### src/design/ascii_integer_parser_assert.svh
// ----------------------------------------------------------------------------
// ascii_integer_parser assertion macros
// shared concurrent assertion forms for the parser rtl
// ----------------------------------------------------------------------------
`ifndef ASCII_INTEGER_PARSER_ASSERT_SVH
`define ASCII_INTEGER_PARSER_ASSERT_SVH

// same-cycle implication, disabled during reset
`define AIP_ASSERT_IMP(label, clk, rst_n, ante, cons) \
	label: assert property (@(posedge clk) disable iff (!rst_n) (ante) |-> (cons)) \
		else $error("ascii_integer_parser assertion failed");

// next-cycle implication, disabled during reset
`define AIP_ASSERT_NXT(label, clk, rst_n, ante, cons) \
	label: assert property (@(posedge clk) disable iff (!rst_n) (ante) |=> (cons)) \
		else $error("ascii_integer_parser assertion failed");

`endif

### src/design/aip_pkg.sv
// ----------------------------------------------------------------------------
// aip_pkg
// types, constants and character helpers of the ascii integer parser
// ----------------------------------------------------------------------------
package aip_pkg;

	typedef logic [5:0] digit_t;
	typedef logic [2:0] phase_t;

	// parse phases
	localparam phase_t PH_WS     = 3'd0;
	localparam phase_t PH_SIGNED = 3'd1;
	localparam phase_t PH_ZERO   = 3'd2;
	localparam phase_t PH_XSEEN  = 3'd3;
	localparam phase_t PH_DIGITS = 3'd4;
	localparam phase_t PH_DONE   = 3'd5;

	// error codes
	localparam logic [1:0] ERR_NONE    = 2'd0;
	localparam logic [1:0] ERR_INVALID = 2'd1;
	localparam logic [1:0] ERR_RANGE   = 2'd2;

	// radix limits and resolved bases
	localparam logic [5:0] RADIX_AUTO = 6'd0;
	localparam logic [5:0] RADIX_ONE  = 6'd1;
	localparam logic [5:0] RADIX_MAX  = 6'd36;
	localparam logic [5:0] BASE_HEX   = 6'd16;
	localparam logic [5:0] BASE_DEC   = 6'd10;
	localparam logic [5:0] BASE_OCT   = 6'd8;

	// marks a byte that is no digit in any base
	localparam digit_t NO_DIGIT = 6'd63;

	// characters
	localparam logic [7:0] CH_NUL   = 8'h00;
	localparam logic [7:0] CH_TAB   = 8'h09;
	localparam logic [7:0] CH_CR    = 8'h0D;
	localparam logic [7:0] CH_SPACE = 8'h20;
	localparam logic [7:0] CH_PLUS  = 8'h2B;
	localparam logic [7:0] CH_MINUS = 8'h2D;
	localparam logic [7:0] CH_0     = 8'h30;
	localparam logic [7:0] CH_9     = 8'h39;
	localparam logic [7:0] CH_UA    = 8'h41;
	localparam logic [7:0] CH_UX    = 8'h58;
	localparam logic [7:0] CH_UZ    = 8'h5A;
	localparam logic [7:0] CH_LA    = 8'h61;
	localparam logic [7:0] CH_LX    = 8'h78;
	localparam logic [7:0] CH_LZ    = 8'h7A;

	localparam logic [31:0] INT_MIN = 32'h8000_0000;
	localparam logic [31:0] INT_MAX = 32'h7FFF_FFFF;

	// digit value of a byte, letters of either case from ten up
	function automatic digit_t digit_of(input logic [7:0] c);
		digit_t d;
		d = NO_DIGIT;
		if (c >= CH_0 && c <= CH_9) begin
			d = 6'(c - CH_0);
		end else if (c >= CH_UA && c <= CH_UZ) begin
			d = 6'(c - CH_UA + 8'd10);
		end else if (c >= CH_LA && c <= CH_LZ) begin
			d = 6'(c - CH_LA + 8'd10);
		end
		return d;
	endfunction

	// tab, line feed, vertical tab, form feed, carriage return, space
	function automatic logic is_space(input logic [7:0] c);
		return (c == CH_SPACE) || (c >= CH_TAB && c <= CH_CR);
	endfunction

endpackage

### src/design/ascii_integer_parser.sv
// ----------------------------------------------------------------------------
// ascii_integer_parser
// streaming signed 32-bit integer parser, one character per word
// ----------------------------------------------------------------------------
// usage:
//   s_* takes one string byte per word; tuser carries the radix, read on the
//   first word of a string only; tlast marks the final byte of the string.
//   a zero byte ends the string early, the rest up to tlast is dropped.
//   m_* gives one word per string, on its tlast word: value, end offset and
//   error code (0 none, 1 invalid radix or no digits, 2 out of range).
// timing:
//   a word is held in the input register, then parse state and result
//   register update from it; m_tvalid rises once the tlast word leaves the
//   input register. one word per cycle unless a tlast word waits on a
//   blocked result; accumulate is one 32x6 multiply, subtract, saturate.
// stall:
//   while a result waits on m_tready, non-last words keep flowing; a second
//   tlast word waits in the input register and s_tready drops.
// reset:
//   arst_n clears all control and parse state; the next word starts a string.
// ----------------------------------------------------------------------------
`include "ascii_integer_parser_assert.svh"

module ascii_integer_parser
	import aip_pkg::*;
#(
	parameter int MAX_LEN = 256,
	localparam int OFF_W = $clog2(MAX_LEN + 1),
	localparam int M_DATA_W = ((34 + OFF_W + 7) / 8) * 8
) (
	input  logic                clk,
	input  logic                arst_n,
	input  logic                s_tvalid,
	output logic                s_tready,
	input  logic [7:0]          s_tdata,   // [7:0] char_in
	input  logic [5:0]          s_tuser,   // [5:0] radix
	input  logic                s_tlast,
	output logic                m_tvalid,
	input  logic                m_tready,
	output logic [M_DATA_W-1:0] m_tdata    // value, end_offset, error_code, zero fill
);

	localparam logic signed [38:0] MIN39 = -39'sd2147483648;

	// input register
	logic             valid_s1;
	logic [7:0]       char_s1;
	logic [5:0]       radix_s1;
	logic             last_s1;

	// parse state
	phase_t           phase_q;
	logic [31:0]      acc_q;
	logic             neg_q;
	logic [5:0]       rad_q;
	logic [OFF_W-1:0] pos_q;
	logic [OFF_W-1:0] endm_q;
	logic [1:0]       err_q;
	logic             first_q;

	// result register
	logic             m_valid_q;
	logic [31:0]      value_q;
	logic [OFF_W-1:0] off_q;
	logic [1:0]       errc_q;

	// next state and result
	phase_t           ph;
	logic [31:0]      acc;
	logic             neg;
	logic [5:0]       rad;
	logic [OFF_W-1:0] pos;
	logic [OFF_W-1:0] endm;
	logic [1:0]       err;
	logic [31:0]      res_val;
	logic [OFF_W-1:0] res_off;
	logic [1:0]       res_err;

	logic             adv_s1;
	logic             fire_s1;

	// handshake: input register moves unless it holds a tlast word and a result is blocked
	assign adv_s1   = !last_s1 || !m_valid_q || m_tready;
	assign fire_s1  = valid_s1 && adv_s1;
	assign s_tready = !valid_s1 || adv_s1;
	assign m_tvalid = m_valid_q;
	assign m_tdata  = M_DATA_W'({errc_q, off_q, value_q});

	// input register
	always_ff @(posedge clk or negedge arst_n) begin
		if (!arst_n) begin
			valid_s1 <= 1'b0;
		end else if (s_tready) begin
			valid_s1 <= s_tvalid;
		end
	end

	always_ff @(posedge clk) begin
		if (s_tready && s_tvalid) begin
			char_s1  <= s_tdata;
			radix_s1 <= s_tuser;
			last_s1  <= s_tlast;
		end
	end

	// parse one byte against the current state
	always_comb begin
		digit_t            dig;
		logic              start;
		logic              dphase;
		logic signed [38:0] prod;

		ph     = phase_q;
		acc    = acc_q;
		neg    = neg_q;
		rad    = rad_q;
		pos    = pos_q;
		endm   = endm_q;
		err    = err_q;
		start  = 1'b0;
		dphase = 1'b0;
		prod   = '0;
		dig    = digit_of(char_s1);

		// new string: fresh state and radix check
		if (first_q) begin
			ph   = PH_WS;
			acc  = '0;
			neg  = 1'b0;
			rad  = radix_s1;
			pos  = '0;
			endm = '0;
			err  = ERR_NONE;
			if (radix_s1 == RADIX_ONE || radix_s1 > RADIX_MAX) begin
				err = ERR_INVALID;
				ph  = PH_DONE;
			end
		end

		if (ph != PH_DONE) begin
			if (char_s1 == CH_NUL || pos >= OFF_W'(MAX_LEN)) begin
				ph = PH_DONE;
			end else begin
				unique case (ph)
					PH_WS: begin
						if (is_space(char_s1)) begin
							ph = PH_WS;
						end else if (char_s1 == CH_PLUS || char_s1 == CH_MINUS) begin
							neg = (char_s1 == CH_MINUS);
							ph  = PH_SIGNED;
						end else begin
							start = 1'b1;
						end
					end
					PH_SIGNED: start = 1'b1;
					PH_ZERO: begin
						if (char_s1 == CH_LX || char_s1 == CH_UX) begin
							ph = PH_XSEEN;
						end else begin
							if (rad == RADIX_AUTO) rad = BASE_OCT;
							dphase = 1'b1;
						end
					end
					PH_XSEEN: begin
						if (dig < BASE_HEX) begin
							rad    = BASE_HEX;
							dphase = 1'b1;
						end else begin
							ph = PH_DONE;
						end
					end
					PH_DIGITS: dphase = 1'b1;
					default:   ph = PH_DONE;
				endcase

				// first byte of the number: leading zero or base pick
				if (start) begin
					if (char_s1 == CH_0 && (rad == RADIX_AUTO || rad == BASE_HEX)) begin
						endm = pos + OFF_W'(1);
						ph   = PH_ZERO;
					end else begin
						if (rad == RADIX_AUTO) rad = BASE_DEC;
						dphase = 1'b1;
					end
				end

				// accumulate as a negative value, saturating at the minimum
				if (dphase) begin
					if (dig < rad) begin
						prod = 39'($signed(acc)) * $signed({33'd0, rad})
							- $signed({33'd0, dig});
						if (prod < MIN39) begin
							acc = INT_MIN;
							err = ERR_RANGE;
						end else begin
							acc = prod[31:0];
						end
						endm = pos + OFF_W'(1);
						ph   = PH_DIGITS;
					end else begin
						ph = PH_DONE;
					end
				end

				pos = pos + OFF_W'(1);
			end
		end

		// result from the updated state
		res_val = '0;
		res_off = '0;
		res_err = ERR_INVALID;
		if (err != ERR_INVALID && endm != '0) begin
			res_err = err;
			res_off = endm;
			if (neg) begin
				res_val = acc;
			end else if (acc == INT_MIN) begin
				res_val = INT_MAX;
				res_err = ERR_RANGE;
			end else begin
				res_val = 32'd0 - acc;
			end
		end
	end

	// parse state update
	always_ff @(posedge clk or negedge arst_n) begin
		if (!arst_n) begin
			phase_q <= PH_WS;
			acc_q   <= '0;
			neg_q   <= 1'b0;
			rad_q   <= '0;
			pos_q   <= '0;
			endm_q  <= '0;
			err_q   <= ERR_NONE;
			first_q <= 1'b1;
		end else if (fire_s1) begin
			phase_q <= ph;
			acc_q   <= acc;
			neg_q   <= neg;
			rad_q   <= rad;
			pos_q   <= pos;
			endm_q  <= endm;
			err_q   <= err;
			first_q <= last_s1;
		end
	end

	// result register
	always_ff @(posedge clk or negedge arst_n) begin
		if (!arst_n) begin
			m_valid_q <= 1'b0;
		end else if (fire_s1 && last_s1) begin
			m_valid_q <= 1'b1;
		end else if (m_tready) begin
			m_valid_q <= 1'b0;
		end
	end

	always_ff @(posedge clk) begin
		if (fire_s1 && last_s1) begin
			value_q <= res_val;
			off_q   <= res_off;
			errc_q  <= res_err;
		end
	end

	// checks
	`AIP_ASSERT_IMP(a_invalid_zero, clk, arst_n, m_valid_q && errc_q == ERR_INVALID,
		value_q == '0 && off_q == '0)
	`AIP_ASSERT_IMP(a_ok_has_offset, clk, arst_n, m_valid_q && errc_q != ERR_INVALID,
		off_q != '0)
	`AIP_ASSERT_IMP(a_pos_bound, clk, arst_n, 1'b1, pos_q <= OFF_W'(MAX_LEN))
	`AIP_ASSERT_NXT(a_last_restarts, clk, arst_n, fire_s1 && last_s1, first_q && m_valid_q)
	`AIP_ASSERT_NXT(a_done_sticks, clk, arst_n, phase_q == PH_DONE && !first_q,
		phase_q == PH_DONE || first_q)

endmodule

### config.mk
export PLATFORM = sky130hd
export DESIGN_NAME = ascii_integer_parser
export DESIGN_NICKNAME = d
export VERILOG_FILES = /design/src/design/aip_pkg.sv /design/src/design/ascii_integer_parser.sv
export VERILOG_INCLUDE_DIRS = /design/src /design/src/design
export SDC_FILE = /design/constraint.sdc
export NUM_CORES = 1
export LEC_CHECK = 0
export BUFFER_PORTS_ARGS = -buffer_cell sky130_fd_sc_hd__buf_2
export CAP_MARGIN = 20
export CELL_PAD_IN_SITES_DETAIL_PLACEMENT = 0
export CELL_PAD_IN_SITES_GLOBAL_PLACEMENT = 2
export CORE_ASPECT_RATIO = 0.8
export CORE_MARGIN = 5
export CORE_UTILIZATION = 36
export CTS_CLUSTER_DIAMETER = 120
export DETAILED_ROUTE_END_ITERATION = 8
export GPL_TIMING_DRIVEN = 1
export PLACE_DENSITY = 0.9
export SLEW_MARGIN = 40
export SYNTH_ARGS = -nofsm -noshare
export SYNTH_HDL_FRONTEND = slang
export SYNTH_SLANG_ARGS = --single-unit
### constraint.sdc
create_clock -name clk -period 8.8 [get_ports clk]
set_input_delay 0.88 -clock clk [delete_from_list [all_inputs] [get_ports clk]]
set_output_delay 0.88 -clock clk [all_outputs]
set_load 0.01 [all_outputs]
==> results by group <==
Status
  • Status: finished, violations left
  • Failing checks: negative setup slack

Detailed routing
  • TritonRoute pass-1 iters: 6
  • Via/cell ratio: about 5.5
  • DRC: 0
  • DRT antenna net count: 0
  • Via count: 15.62k
  • Post-DR wirelength/cell: between 15 and 20 um
  • DRT iter0 DRCs: 1519
  • Post-Route WL: around 56 mm

Placement
  • Cell total after placement: roughly 2.8k
  • # port buffers: 63
  • Routability Congestion: around 0.99
  • Post-DP HPWL: approximately 42 mm

Clock tree
  • Reg clk slew, reported paths: ~0.06 ns
  • Clock tree buffer depth: 2
  • Clk_lat worst skew: approximately 0.44 ns
  • CTS root buf: clkbuf_16
  • CTS tree: done
  • CTS sink cnt: about 120
  • # hold bufs at CTS: 0
  • TritonCTS Buffers: 17
  • H-tree depth: 4

Global route
  • First-pass GRT wire length: 84.23 mm
  • GRT overflow: 0
  • Gr usage total: 0.2215
  • Initial antenna violation count: 0
  • Largest net degree at the start of global routing: 88
  • Vias in the first global route: between 15k and 20k

Floorplanning
  • Starting Density: 0.3618
  • Die Area: 0.04728 sq mm
  • I/O Pins: just under 70
  • Chip height: 195.5 um
  • Core area: about 0.043 sq mm
  • Die X: approximately 240 um
  • Row count: 68

Yosys
  • Main flop type after synthesis: dfrtp_1
  • Fraction of registers with async set/reset: 0.5285
  • Syn Area/Cell: roughly 8.2 sq um
  • Number of synthesized flops with an enable pin: slightly below 60
  • Ys Warns: 0
  • Sequential share of the synthesized area: 0.2176
  • Flops & latches, synth: 123
  • Syn Std Cell Area: about 0.015 sq mm
  • Mapped Cells: approximately 1.9k
  • Distinct cells, synth: 91

STA
  • Final Setup Violations: 12
  • Fin crit period: between 8 and 9 ns
  • Final hold viol count: 0
  • Setup ws final: -0.1265 ns
  • Slew headroom: 0.4922
  • Final worst-path cycle share: 1.014
  • Slew Limit Fails: 0
  • RSZ-0062 raised after global routing: true
  • Fmax: around 0.11 GHz
  • Least-Margin Pin Slew: 0.7602 ns
  • Skew final: around 0.0081 ns

Layout
  • Fill count: between 3k and 4k
  • Ant diodes: 0
  • Commonest non-fill, non-tap cells in the layout: 350 x buf_4, 233 x inv_1, 217 x nor2_1, 184 x nand2_1, 162 x fa_1
  • Fraction of layout cells with a size suffix above 1: 0.3381
  • Final std cells w/o fill: 2852
  • Nets: ~2.5k
  • Commonest non-fill, non-tap cell in the layout: buf_4
  • Area delta synth->final: 40.91%

Min path
  • Hold crit path type: reg -> reg
  • Min-Delay Startpoint: neg_q

Flow run
  • Max capacitance violation total: 0

Worst setup path
  • Critical path class: reg -> reg
  • Worst Path Max Fanout: 6
  • Critical Path Start: char_s1[4]
  • Worst EP required: 9.06 ns
  • Slowest stage delay, CP: roughly 0.55 ns
  • Critical path's slowest cell: fa_2
  • CP endpoint kind: flip-flop
  • Startpoint Class: flip-flop
  • Arr. time, crit path: 9.18 ns
  • FF-to-FF Start: char_s1[4]
-- state kept, by name, indices dropped and copies added (netlist names) --
signal and count:
rad_q 6, neg_q 1, last_s1 1, err_q 2, errc_q 2, valid_s1 1
first_q 1, phase_q 3, pos_q 9, endm_q 9, radix_s1 6, acc_q 32
off_q 9, value_q 32, char_s1 8, m_tvalid 1
-- repair_timing --
| action | 4_1_cts | 5_1_grt |
|---|---|---|
| pin swaps | 17 | 152 |
| cloned | 1 | 5 |
| buffers inserted | 8 | 53 |
| gates resized for setup | 62 | 269 |
| endpoints found under the setup margin | 36 | 45 |
-- kinds of logic after synthesis --
group	count (synthesis)	share of synthesized area
AND/OR/NAND/NOR	695	0.2074
AO/OA/AOI/OAI	431	0.1870
buffers and inverters	354	0.08962
adder cells (fa/ha/maj)	235	0.2714
flip-flops	123	0.2176
XOR/XNOR	35	0.01980
multiplexers	10	0.007030
other	1	0.0002422
-- layer usage --
metal  global-route usage  vias up  wire length (um)
met4              0.04902        0              1090
met1               0.3304     7714             25560
met2               0.3314      618             24490
li1                     -     7216                 -
met5                    0        -                 0
met3              0.04721       68              4711
-- area by class of cell --
type / count / area, sq um / area share
Clock buffer: 18 / 439.2 / 0.02013
Timing Repair Buffer: 469 / 3785 / 0.1735
Multi-Input combinational cell: 1412 / 12370 / 0.5668
Sequential cell: 123 / 3369 / 0.1544
Clock inverter: 14 / 192.7 / 0.008832
Inverter: 256 / 963.4 / 0.04416
Tap cell: 560 / 700.7 / 0.03212
-- Yosys cell counts, types with 36 or more instances --
library cell,count,share of area
ha_1,67,0.054
dfrtp_1,64,0.10
nor3_1,43,0.014
edfxtp_1,58,0.11
inv_1,255,0.062
clkbuf_1,70,0.017
nand3_1,56,0.018
a31oi_1,36,0.015
o21ai_0,100,0.032
fa_1,168,0.22
nand2_1,196,0.048
a21oi_1,93,0.030
nor2_1,245,0.059
-- critical path: cells and delay by family (launching register included) --
family	cells	cell delay, ns
compound gates	8	1.90
xor+xnor	1	0.18
fa+ha+maj	6	2.52
buf+inv	10	1.16
flops	1	0.53
simple gates	13	2.44
-- stage by stage --
stage	TNS (ns)	utilization	worst slack, ns	hold WS, ns	instance area, sq um
after floorplan	0	-	0.01621	0.4460	15600
after global placement	-6.260	0.4413	-0.3092	0.4628	18880
after detailed placement	-9.390	0.4419	-0.4449	0.4738	18910
after CTS	-0.7241	0.4656	-0.1187	0.4873	19920
after global routing	-8.026	0.5098	-0.3899	0.5100	21820
final	-0.8194	0.5098	-0.1265	0.4929	21820
-- final timing paths --
path / end / depth (start not counted) / slack (ns)
setup / recovery: value_q[18] / 38 / -0.13
hold / removal: neg_q / 2 / 0.49
setup reg to reg: value_q[18] / 38 / -0.13
hold reg to reg: neg_q / 2 / 0.49
max in group asynchronous: endm_q[2] / 2 / 7.74
min in group asynchronous: acc_q[4] / 2 / 0.51
Power is not shown: default switching activity piles up to over one toggle a cycle in this logic, so the estimate is an artifact.
